[config.mk]
export PLATFORM = sky130hd
export DESIGN_NAME = priority_inheritance_mutex_unit_flat
export DESIGN_NICKNAME = d
export VERILOG_FILES = /design/src/design/pimu_pkg.sv /design/src/design/pimu_req_if.sv /design/src/design/pimu_rsp_if.sv /design/src/design/pimu_ram.sv /design/src/design/priority_inheritance_mutex_unit.sv /design/src/flat_wrapper.sv
export VERILOG_INCLUDE_DIRS = /design/src /design/src/design
export SDC_FILE = /design/constraint.sdc
export NUM_CORES = 2
export LEC_CHECK = 0
export ABC_AREA = 0
export BUFFER_PORTS_ARGS = -buffer_cell sky130_fd_sc_hd__buf_2
export CAP_MARGIN = 20
export CORE_UTILIZATION = 50
export CTS_CLUSTER_DIAMETER = 120
export DETAILED_ROUTE_END_ITERATION = 10
export GPL_ROUTABILITY_DRIVEN = 0
export PLACE_DENSITY_LB_ADDON = 0.05
export REMOVE_ABC_BUFFERS = 1
export SYNTH_ARGS = -nofsm -noshare
export SYNTH_HDL_FRONTEND = slang
export SYNTH_SLANG_ARGS = --single-unit
[constraint.sdc]
create_clock -name clk -period 9.3 [get_ports clk]
set_clock_uncertainty 0.15 [all_clocks]
set_input_delay 0.93 -clock clk [delete_from_list [all_inputs] [get_ports clk]]
set_output_delay 0.93 -clock clk [all_outputs]
set_load 0.05 [all_outputs]
[src/design/assert_macros.svh]
// Assertion macros used by the mutex unit.
`ifndef ASSERT_MACROS_SVH
`define ASSERT_MACROS_SVH

// The consequent must hold in the same cycle as the antecedent.
`define PIMU_ASSERT_NOW(lbl, ante, cons, msg) \
	lbl: assert property (@(posedge clk) disable iff (!arst_n) (ante) |-> (cons)) \
		else $error(msg);

// The consequent must hold in the cycle after the antecedent.
`define PIMU_ASSERT_NEXT(lbl, ante, cons, msg) \
	lbl: assert property (@(posedge clk) disable iff (!arst_n) (ante) |=> (cons)) \
		else $error(msg);

`endif

[src/design/pimu_pkg.sv]
package pimu_pkg;

	localparam int NUM_TASKS   = 16;
	localparam int NUM_MUTEXES = 8;
	localparam int PRIO_BITS   = 8;

	localparam int OP_W    = 2;
	localparam int TASK_W  = 4;
	localparam int MTX_W   = 3;
	localparam int PRIO_W  = 8;
	localparam int STAT_W  = 3;
	localparam int DEPTH_W = 16;
	localparam int CNT_W   = $clog2(NUM_TASKS + 1);
	localparam int Q_DEPTH = NUM_MUTEXES * NUM_TASKS;
	localparam int QADDR_W = MTX_W + TASK_W;

	localparam logic [OP_W-1:0] OP_LOCK   = 2'd0;
	localparam logic [OP_W-1:0] OP_UNLOCK = 2'd1;
	localparam logic [OP_W-1:0] OP_SETPRI = 2'd2;

	localparam logic [STAT_W-1:0] ST_ACQUIRED = 3'd0;
	localparam logic [STAT_W-1:0] ST_NESTED   = 3'd1;
	localparam logic [STAT_W-1:0] ST_BLOCKED  = 3'd2;
	localparam logic [STAT_W-1:0] ST_NEST_REL = 3'd3;
	localparam logic [STAT_W-1:0] ST_FREED    = 3'd4;
	localparam logic [STAT_W-1:0] ST_HANDED   = 3'd5;
	localparam logic [STAT_W-1:0] ST_NOT_OWN  = 3'd6;
	localparam logic [STAT_W-1:0] ST_PRI_SET  = 3'd7;

	localparam logic [DEPTH_W-1:0] DEPTH_MAX = '1;

	typedef logic [TASK_W-1:0] task_t;
	typedef logic [PRIO_W-1:0] prio_t;

endpackage

[src/design/pimu_req_if.sv]
interface pimu_req_if;
	import pimu_pkg::*;

	logic                  valid;
	logic                  ready;
	logic [OP_W-1:0]       op;
	logic [TASK_W-1:0]     task_id;
	logic [MTX_W-1:0]      mutex_id;
	logic [PRIO_W-1:0]     new_priority;

	modport source (output valid, op, task_id, mutex_id, new_priority, input ready);
	modport sink (input valid, op, task_id, mutex_id, new_priority, output ready);

endinterface

[src/design/pimu_rsp_if.sv]
interface pimu_rsp_if;
	import pimu_pkg::*;

	logic                  valid;
	logic                  ready;
	logic [STAT_W-1:0]     status;
	logic                  woken_valid;
	logic [TASK_W-1:0]     woken_task;
	logic [PRIO_W-1:0]     caller_priority;
	logic [PRIO_W-1:0]     owner_priority;

	modport source (output valid, status, woken_valid, woken_task, caller_priority,
		owner_priority, input ready);
	modport sink (input valid, status, woken_valid, woken_task, caller_priority,
		owner_priority, output ready);

endinterface

[src/design/pimu_ram.sv]
module pimu_ram #(
	parameter int WIDTH = 4,
	parameter int DEPTH = 128
) (
	input  logic                     clk,
	input  logic                     we,
	input  logic [$clog2(DEPTH)-1:0] waddr,
	input  logic [WIDTH-1:0]         wdata,
	input  logic [$clog2(DEPTH)-1:0] raddr,
	output logic [WIDTH-1:0]         rdata
);

	logic [WIDTH-1:0] mem_q [DEPTH];

	always_ff @(posedge clk) begin
		if (we) begin
			mem_q[waddr] <= wdata;
		end
		rdata <= mem_q[raddr];
	end

endmodule

[src/design/priority_inheritance_mutex_unit.sv]
// Priority-inheritance mutex table for eight recursive mutexes and sixteen tasks.
// Requests arrive on the req channel (lock, unlock or set base priority) and each
// request produces exactly one word on the rsp channel, in request order.
// The unit handles one request at a time: req.ready is high only while idle.
// The sequencer sets the path: an uncontended or nested lock and a nested unlock
// update the table directly; a blocking lock scans the waiter queue and shifts
// entries to insert the caller by priority; set priority and a final unlock run a
// recalculation scan over the mutexes, and a hand-over then moves the waiter
// queue held in a RAM with one read port and one write port.
// The response is held in an output register, so a new request is taken while
// a finished word waits; a stalled receiver holds that word, and the unit then
// waits in its last state until the register is free.
// Reset clears the ownership table, nesting depths, queue counts and all
// priorities; the waiter RAM needs no clearing, as only counted entries are read.
`include "assert_macros.svh"

module priority_inheritance_mutex_unit import pimu_pkg::*; (
	input  logic        clk,
	input  logic        arst_n,
	pimu_req_if.sink    req,
	pimu_rsp_if.source  rsp
);

	localparam int SW = 5;
	localparam logic [SW-1:0] S_IDLE    = 5'd0;
	localparam logic [SW-1:0] S_DISP    = 5'd1;
	localparam logic [SW-1:0] S_LK_P    = 5'd2;
	localparam logic [SW-1:0] S_SC_RD   = 5'd3;
	localparam logic [SW-1:0] S_SC_CK   = 5'd4;
	localparam logic [SW-1:0] S_SH_INIT = 5'd5;
	localparam logic [SW-1:0] S_SH_RD   = 5'd6;
	localparam logic [SW-1:0] S_SH_WR   = 5'd7;
	localparam logic [SW-1:0] S_PROP    = 5'd8;
	localparam logic [SW-1:0] S_RC_RD   = 5'd9;
	localparam logic [SW-1:0] S_RC_CK   = 5'd10;
	localparam logic [SW-1:0] S_RC_WR   = 5'd11;
	localparam logic [SW-1:0] S_DQ_RD   = 5'd12;
	localparam logic [SW-1:0] S_DQ_HD   = 5'd13;
	localparam logic [SW-1:0] S_DQ_MV   = 5'd14;
	localparam logic [SW-1:0] S_DQ_WR   = 5'd15;
	localparam logic [SW-1:0] S_OUT1    = 5'd16;
	localparam logic [SW-1:0] S_OUT2    = 5'd17;
	localparam logic [SW-1:0] S_OUT3    = 5'd18;
	localparam logic [SW-1:0] S_FIN     = 5'd19;

	localparam logic [MTX_W-1:0] MTX_LAST = MTX_W'(NUM_MUTEXES - 1);

	logic [SW-1:0]       state_q;
	logic [OP_W-1:0]     op_q;
	task_t               t_q;
	logic [MTX_W-1:0]    m_q;
	logic [MTX_W-1:0]    mx_q;
	task_t               ex_q;
	logic [CNT_W-1:0]    i_q;
	logic [CNT_W-1:0]    pos_q;
	logic                pf_q;
	logic                dup_q;
	prio_t               p_q;
	prio_t               best_q;
	task_t               head_q;
	logic [STAT_W-1:0]   st_q;
	logic                wv_q;
	task_t               wt_q;
	prio_t               cp_q;
	prio_t               opr_q;

	logic                own_v_q [NUM_MUTEXES];
	task_t               own_t_q [NUM_MUTEXES];
	logic [DEPTH_W-1:0]  depth_q [NUM_MUTEXES];
	logic [CNT_W-1:0]    cnt_q   [NUM_MUTEXES];
	prio_t               base_q  [NUM_TASKS];
	prio_t               eff_q   [NUM_TASKS];

	logic                out_v_q;
	logic [STAT_W-1:0]   out_st_q;
	logic                out_wv_q;
	task_t               out_wt_q;
	prio_t               out_cp_q;
	prio_t               out_op_q;

	logic                ram_we;
	logic [QADDR_W-1:0]  ram_waddr;
	task_t               ram_wdata;
	logic [QADDR_W-1:0]  ram_raddr;
	task_t               ram_rdata;
	logic [CNT_W-1:0]    ra_idx;
	task_t               eff_ri;
	prio_t               eff_rd;
	logic                out_free;
	logic                own_hit;

	pimu_ram #(.WIDTH(TASK_W), .DEPTH(Q_DEPTH)) u_queue (
		.clk   (clk),
		.we    (ram_we),
		.waddr (ram_waddr),
		.wdata (ram_wdata),
		.raddr (ram_raddr),
		.rdata (ram_rdata)
	);

	always_comb begin
		eff_ri = (state_q == S_SC_CK || state_q == S_RC_CK) ? ram_rdata : ex_q;
		eff_rd = eff_q[eff_ri];
		own_hit = own_v_q[mx_q] && (own_t_q[mx_q] == t_q);
		case (state_q)
			S_SH_RD: ra_idx = i_q - CNT_W'(1);
			S_RC_RD: ra_idx = '0;
			S_DQ_RD: ra_idx = '0;
			default: ra_idx = i_q;
		endcase
		ram_raddr = {mx_q, ra_idx[TASK_W-1:0]};
		ram_we    = 1'b0;
		ram_waddr = {mx_q, i_q[TASK_W-1:0]};
		ram_wdata = ram_rdata;
		case (state_q)
			S_SH_RD: begin
				if (i_q == pos_q) begin
					ram_we    = 1'b1;
					ram_waddr = {mx_q, pos_q[TASK_W-1:0]};
					ram_wdata = t_q;
				end
			end
			S_SH_WR: begin
				ram_we = 1'b1;
			end
			S_DQ_WR: begin
				ram_we    = 1'b1;
				ram_waddr = {mx_q, ra_idx[TASK_W-1:0] - TASK_W'(1)};
			end
			default: ram_we = 1'b0;
		endcase
	end

	assign out_free  = !out_v_q || rsp.ready;
	assign req.ready = (state_q == S_IDLE);

	always_ff @(posedge clk or negedge arst_n) begin
		if (!arst_n) begin
			state_q <= S_IDLE;
			out_v_q <= 1'b0;
			mx_q    <= '0;
			for (int k = 0; k < NUM_MUTEXES; k++) begin
				own_v_q[k] <= 1'b0;
				depth_q[k] <= '0;
				cnt_q[k]   <= '0;
			end
			for (int k = 0; k < NUM_TASKS; k++) begin
				base_q[k] <= '0;
				eff_q[k]  <= '0;
			end
		end else begin
			if (state_q == S_FIN && out_free) begin
				out_v_q <= 1'b1;
			end else if (rsp.valid && rsp.ready) begin
				out_v_q <= 1'b0;
			end
			case (state_q)
				S_IDLE: begin
					if (req.valid) begin
						op_q    <= req.op;
						t_q     <= req.task_id;
						m_q     <= req.mutex_id;
						mx_q    <= req.mutex_id;
						ex_q    <= req.task_id;
						best_q  <= req.new_priority;
						state_q <= S_DISP;
					end
				end
				S_DISP: begin
					wv_q  <= 1'b0;
					wt_q  <= '0;
					i_q   <= '0;
					pf_q  <= 1'b0;
					dup_q <= 1'b0;
					case (op_q)
						OP_LOCK: begin
							if (!own_v_q[mx_q]) begin
								own_v_q[mx_q] <= 1'b1;
								own_t_q[mx_q] <= t_q;
								depth_q[mx_q] <= DEPTH_W'(1);
								st_q          <= ST_ACQUIRED;
								state_q       <= S_OUT1;
							end else if (own_hit) begin
								if (depth_q[mx_q] != DEPTH_MAX) begin
									depth_q[mx_q] <= depth_q[mx_q] + DEPTH_W'(1);
								end
								st_q    <= ST_NESTED;
								state_q <= S_OUT1;
							end else begin
								state_q <= S_LK_P;
							end
						end
						OP_UNLOCK: begin
							if (own_hit) begin
								if (depth_q[mx_q] > DEPTH_W'(1)) begin
									depth_q[mx_q] <= depth_q[mx_q] - DEPTH_W'(1);
									st_q          <= ST_NEST_REL;
									state_q       <= S_OUT1;
								end else begin
									depth_q[mx_q] <= '0;
									own_v_q[mx_q] <= 1'b0;
									best_q        <= base_q[t_q];
									mx_q          <= '0;
									state_q       <= S_RC_RD;
								end
							end else begin
								st_q    <= ST_NOT_OWN;
								state_q <= S_OUT1;
							end
						end
						OP_SETPRI: begin
							base_q[t_q] <= best_q;
							mx_q        <= '0;
							state_q     <= S_RC_RD;
						end
						default: begin
							st_q    <= ST_NOT_OWN;
							state_q <= S_OUT1;
						end
					endcase
				end
				S_LK_P: begin
					p_q     <= eff_rd;
					pos_q   <= cnt_q[mx_q];
					state_q <= S_SC_RD;
				end
				S_SC_RD: begin
					state_q <= (i_q == cnt_q[mx_q]) ? S_SH_INIT : S_SC_CK;
				end
				S_SC_CK: begin
					if (ram_rdata == t_q) begin
						dup_q <= 1'b1;
					end
					if (!pf_q && (eff_rd < p_q)) begin
						pos_q <= i_q;
						pf_q  <= 1'b1;
					end
					i_q     <= i_q + CNT_W'(1);
					state_q <= S_SC_RD;
				end
				S_SH_INIT: begin
					ex_q <= own_t_q[mx_q];
					i_q  <= cnt_q[mx_q];
					if (dup_q || (cnt_q[mx_q] >= CNT_W'(NUM_TASKS))) begin
						state_q <= S_PROP;
					end else begin
						state_q <= S_SH_RD;
					end
				end
				S_SH_RD: begin
					if (i_q == pos_q) begin
						cnt_q[mx_q] <= cnt_q[mx_q] + CNT_W'(1);
						state_q     <= S_PROP;
					end else begin
						state_q <= S_SH_WR;
					end
				end
				S_SH_WR: begin
					i_q     <= i_q - CNT_W'(1);
					state_q <= S_SH_RD;
				end
				S_PROP: begin
					if (p_q > eff_rd) begin
						eff_q[ex_q] <= p_q;
					end
					st_q    <= ST_BLOCKED;
					state_q <= S_OUT1;
				end
				S_RC_RD: begin
					if (own_hit && (cnt_q[mx_q] != '0)) begin
						state_q <= S_RC_CK;
					end else if (mx_q == MTX_LAST) begin
						state_q <= S_RC_WR;
					end else begin
						mx_q <= mx_q + MTX_W'(1);
					end
				end
				S_RC_CK: begin
					if (eff_rd > best_q) begin
						best_q <= eff_rd;
					end
					if (mx_q == MTX_LAST) begin
						state_q <= S_RC_WR;
					end else begin
						mx_q    <= mx_q + MTX_W'(1);
						state_q <= S_RC_RD;
					end
				end
				S_RC_WR: begin
					eff_q[t_q] <= best_q;
					mx_q       <= m_q;
					if (op_q == OP_UNLOCK) begin
						if (cnt_q[m_q] != '0) begin
							state_q <= S_DQ_RD;
						end else begin
							st_q    <= ST_FREED;
							state_q <= S_OUT1;
						end
					end else begin
						st_q    <= ST_PRI_SET;
						state_q <= S_OUT1;
					end
				end
				S_DQ_RD: begin
					i_q     <= CNT_W'(1);
					state_q <= S_DQ_HD;
				end
				S_DQ_HD: begin
					head_q  <= ram_rdata;
					state_q <= S_DQ_MV;
				end
				S_DQ_MV: begin
					if (i_q == cnt_q[mx_q]) begin
						cnt_q[mx_q]   <= cnt_q[mx_q] - CNT_W'(1);
						own_v_q[mx_q] <= 1'b1;
						own_t_q[mx_q] <= head_q;
						depth_q[mx_q] <= DEPTH_W'(1);
						wv_q          <= 1'b1;
						wt_q          <= head_q;
						st_q          <= ST_HANDED;
						state_q       <= S_OUT1;
					end else begin
						state_q <= S_DQ_WR;
					end
				end
				S_DQ_WR: begin
					i_q     <= i_q + CNT_W'(1);
					state_q <= S_DQ_MV;
				end
				S_OUT1: begin
					ex_q    <= t_q;
					state_q <= S_OUT2;
				end
				S_OUT2: begin
					cp_q    <= eff_rd;
					ex_q    <= own_t_q[mx_q];
					state_q <= S_OUT3;
				end
				S_OUT3: begin
					opr_q   <= own_v_q[mx_q] ? eff_rd : '0;
					state_q <= S_FIN;
				end
				S_FIN: begin
					if (out_free) begin
						out_st_q <= st_q;
						out_wv_q <= wv_q;
						out_wt_q <= wt_q;
						out_cp_q <= cp_q;
						out_op_q <= opr_q;
						state_q  <= S_IDLE;
					end
				end
				default: state_q <= S_IDLE;
			endcase
		end
	end

	assign rsp.valid           = out_v_q;
	assign rsp.status          = out_st_q;
	assign rsp.woken_valid     = out_wv_q;
	assign rsp.woken_task      = out_wt_q;
	assign rsp.caller_priority = out_cp_q;
	assign rsp.owner_priority  = out_op_q;

	`PIMU_ASSERT_NOW(a_owner_depth, 1'b1, own_v_q[mx_q] == (depth_q[mx_q] != '0), "owner and depth disagree")
	`PIMU_ASSERT_NOW(a_cnt_bound, 1'b1, cnt_q[mx_q] <= CNT_W'(NUM_TASKS), "waiter count overflow")
	`PIMU_ASSERT_NOW(a_handover, out_v_q && (out_st_q == ST_HANDED), out_wv_q, "hand-over without woken task")
	`PIMU_ASSERT_NEXT(a_busy, req.valid && req.ready, !req.ready, "request taken while busy")

endmodule
[src/flat_wrapper.sv]
// flat-port wrapper written by rule: the top's interface ports become plain ports
module priority_inheritance_mutex_unit_flat import pimu_pkg::*;
  (clk, arst_n, req_valid, req_op, req_task_id, req_mutex_id, req_new_priority, req_ready, rsp_valid, rsp_status, rsp_woken_valid, rsp_woken_task, rsp_caller_priority, rsp_owner_priority, rsp_ready);
  pimu_req_if req_i ();
  pimu_rsp_if rsp_i ();
  input  logic clk;
  input  logic arst_n;
  input wire logic [$bits(req_i.valid)-1:0] req_valid;
  input wire logic [$bits(req_i.op)-1:0] req_op;
  input wire logic [$bits(req_i.task_id)-1:0] req_task_id;
  input wire logic [$bits(req_i.mutex_id)-1:0] req_mutex_id;
  input wire logic [$bits(req_i.new_priority)-1:0] req_new_priority;
  output wire logic [$bits(req_i.ready)-1:0] req_ready;
  output wire logic [$bits(rsp_i.valid)-1:0] rsp_valid;
  output wire logic [$bits(rsp_i.status)-1:0] rsp_status;
  output wire logic [$bits(rsp_i.woken_valid)-1:0] rsp_woken_valid;
  output wire logic [$bits(rsp_i.woken_task)-1:0] rsp_woken_task;
  output wire logic [$bits(rsp_i.caller_priority)-1:0] rsp_caller_priority;
  output wire logic [$bits(rsp_i.owner_priority)-1:0] rsp_owner_priority;
  input wire logic [$bits(rsp_i.ready)-1:0] rsp_ready;
  assign req_i.valid = req_valid;
  assign req_i.op = req_op;
  assign req_i.task_id = req_task_id;
  assign req_i.mutex_id = req_mutex_id;
  assign req_i.new_priority = req_new_priority;
  assign req_ready = req_i.ready;
  assign rsp_valid = rsp_i.valid;
  assign rsp_status = rsp_i.status;
  assign rsp_woken_valid = rsp_i.woken_valid;
  assign rsp_woken_task = rsp_i.woken_task;
  assign rsp_caller_priority = rsp_i.caller_priority;
  assign rsp_owner_priority = rsp_i.owner_priority;
  assign rsp_i.ready = rsp_ready;
  priority_inheritance_mutex_unit u_core (.clk(clk), .arst_n(arst_n), .req(req_i), .rsp(rsp_i));
endmodule
==> flow_metrics.env <==
export IMPL_run_status="finished, violations left"
export IMPL_failed_checks="DRC"
export IMPL_placed_cell_area_sq_um=54900
export IMPL_nets=4698
export IMPL_antenna_left=0
export IMPL_cts_resized=0
export IMPL_worst_slack_ns=2.83
export IMPL_report_final_slew_viol_count=0
export IMPL_diodes=0
export IMPL_cts_setup_buffers=0
export IMPL_route_met3_wl_mm=18.7
export IMPL_maxCapViolCount=0
export IMPL_synth_top_area_share_pct=35.8
export IMPL_yosysMostFrequentCell="nand2_1"
export IMPL_wl_met1_mm=76.9
export IMPL_rsz0062_at_grt="false"
export IMPL_synth_edf_count=637
export IMPL_fmax_mhz=154
export IMPL_syn_cell_area_sq_um=53400
export IMPL_worst_path_max_fanout=34
export IMPL_finalHoldViolations=0
export IMPL_worst_path_buf_inv=2
export IMPL_critical_path_endpoint_type="flip-flop"
export IMPL_ys_warn_count=0
export IMPL_cp_start_kind="flip-flop"
export IMPL_place_ws_ns=2.88
export IMPL_h_tree_depth=3
export IMPL_cts_sinks=1082
export IMPL_fp_dieW_um=329
export IMPL_cts_tree="built"
export IMPL_cts_made_buffers=115
export IMPL_crit_family="compound AO/OA/AOI/OAI gates"
export IMPL_cts_root_buffer="clkbuf_16"
export IMPL_drive_above_1_share_pct=13.4
export IMPL_insertion_delay_ns=0.74
export IMPL_critPathRequiredTime_ns=9.74
export IMPL_avgSynthCellArea_sq_um=11.3
export IMPL_hold_class="in2reg"
export IMPL_num_io_pins=47
export IMPL_area_growth_pct=10.2
export IMPL_vdd_drop_max_mv=0.219
export IMPL_grt_ovfl_total=0
export IMPL_grt_max_degree=164
export IMPL_clk_pin_slew_worst_paths_ns=0.06
export IMPL_start_util_pct=50.6
export IMPL_critPathSlowestCell="a21oi_2"
export IMPL_slowest_delay_ns=0.85
export IMPL_wl_per_cell_um=29.4
export IMPL_worst_slew_pin_slew_ns=1.23
export IMPL_netlist_top_cells_area="edfxtp_1 (36%), dfrtp_1 (21%), nand2_1 (5.0%), mux4_2 (4.2%), a221o_1 (2.8%)"
export IMPL_die_h_um=329
export IMPL_stdcell_count=6144
export IMPL_critical_path_class="reg2reg"
export IMPL_synth_ff_type="edfxtp_1"
export IMPL_avgViaCountPerCell=6.80
export IMPL_period_share_pct=69.6
export IMPL_die_area_sq_um=108000
export IMPL_core_region_area_sq_um=106000
export IMPL_place_inst=5922
export IMPL_fill_cells=8822
export IMPL_synthTopCellsByCount="nand2_1 (713), edfxtp_1 (637), dfrtp_1 (441), nor2_1 (337), nand3_1 (281)"
export IMPL_fin_area_sq_um=58800
export IMPL_power_density_nw_per_um2=306
export IMPL_yosysSeqAreaShare_pct=56.6
export IMPL_slew_headroom_pct=17.2
export IMPL_topRoutingLayerUsed="met4"
export IMPL_rows=119
export IMPL_setup_viol=0
export IMPL_syn_inst=4736
export IMPL_worstPathCellList="and3b_1 -> o21ai_2 -> mux2i_4 -> buf_4 -> mux4_2 -> nand2_1 -> and3_1 -> a31oi_1 -> buf_4 -> ha_1 -> a21o_1 -> a21o_1 -> a21oi_2 -> nand3_1 -> or3_1 -> and3_1 -> a221o_1"
export IMPL_async_flop_share_pct=40.8
export IMPL_fin_crit_ns=6.47
export IMPL_grt_pass1_wl_mm=266
export IMPL_drtIter0Drc=5900
export IMPL_first_pass_iters=11
export IMPL_numPortBuffers=46
export IMPL_leakage_nw=22.1
export IMPL_arrival_ns=6.91
export IMPL_route_met2_wl_mm=77.6
export IMPL_wl_mm=181
export IMPL_antenna_found_initial=2
export IMPL_drc=9
export IMPL_ys_ff_latch=1082
export IMPL_grtUsageTotal_pct=33.1
export IMPL_grt_pass1_vias=39100
export IMPL_yosysTopAreaCell="edfxtp_1"
export IMPL_dp_hpwl_mm=117
export IMPL_cts_buffer_depth=3
export IMPL_vias=41800
export IMPL_ys_types=106
where the power goes:
group          internal (mW)  switching [mW]
clock                   2.72            2.02
sequential              5.94           0.619
combinational           1.95            4.73
flip-flops by register name, indices dropped and copies added, names as in the netlist, 32 cells and up, named ones only:
| signal | cells |
|---|---|
| u_core.eff_q | 128 |
| u_core.own_t_q | 32 |
| u_core.base_q | 128 |
| u_core.u_queue.mem_q | 512 |
| u_core.cnt_q | 40 |
| u_core.depth_q | 128 |
kinds of logic (layout without fill, tap and decap cells):
group / after synthesis / after routing / share of synthesized area, %
AND/OR/NAND/NOR: 1782 / 1782 / 15.6
AO/OA/AOI/OAI: 1077 / 1077 / 14.9
buffers and inverters: 425 / 442 / 3.35
flip-flops: 1082 / 1082 / 56.6
multiplexers: 298 / 298 / 8.17
adder cells (fa/ha/maj): 25 / 25 / 0.586
XOR/XNOR: 47 / 47 / 0.771
final timing paths:
kind                                    from                           end  slack [ns]  depth (start not counted)
setup / recovery           u_core.state_q[2]             u_core.eff_q[104]        2.83                         17
max in group asynchronous             arst_n             u_core.depth_q[7]        6.45                          4
min in group asynchronous             arst_n              u_core.eff_q[61]        0.57                          2
setup reg to reg           u_core.state_q[2]             u_core.eff_q[104]        2.83                         17
hold / removal                     req_op[0]                u_core.op_q[0]        0.25                          1
hold reg to reg              u_core.opr_q[1]  u_core.rsp.owner_priority[1]        0.26                          0
layout by cell type (no fill, tap or decap), types with 21 or more instances in the layout:
master,count
nand3_1,280
o22ai_1,34
a21oi_1,129
o21ai_1,24
buf_2,45
a32oi_1,32
nor2_1,329
a32o_1,28
xnor2_1,35
mux4_2,99
a221oi_1,54
clkbuf_16,115
edfxtp_1,637
nand4_1,27
a31oi_1,63
nand2_1,712
nor3_1,114
buf_4,113
o21ai_0,200
a22oi_1,48
a221o_1,152
and2_1,45
mux2i_1,94
clkinv_2,31
nor4_1,56
o2bb2ai_1,22
inv_1,50
a41oi_1,21
a22o_1,57
dfrtp_1,438
mux2_2,88
and3_1,68
o31ai_1,23
ha_1,25
metrics by stage:
step                power (mW)   TNS, ns  util [%]  hold slack, ns
global placement          13.0         0      52.0           0.253
detailed placement        13.1         0      52.0           0.255
finish                    18.0         0      55.7           0.252
CTS                       17.8         0      55.7           0.213
global route              18.6         0      55.7           0.244
floorplan                 10.4  -1770.74         -           0.250
per-layer routing:
layer  global-route usage (%)  up-vias
met1                     48.9    20700
met5                        0        -
met4                     12.7        0
met2                     47.7     2605
met3                     6.81      475
li1                         -    18000
area by class of cell:
type / count / area, sq um / area share, %
well taps: 1391 / 1740 / 2.96
multi-input cells: 3229 / 21500 / 36.6
clock inverters: 75 / 802 / 1.36
clock buffers: 143 / 3110 / 5.29
inverters: 58 / 223 / 0.379
flip-flops and latches: 1082 / 30300 / 51.4
repair buffers: 166 / 1200 / 2.04
what timing repair did:
action | CTS | global route
endpoints found under the setup margin | 0 | 0
endpoints found under the hold margin | 47 | 0
hold buffers | 1 | 0
Power figures use the tool's default switching activity.
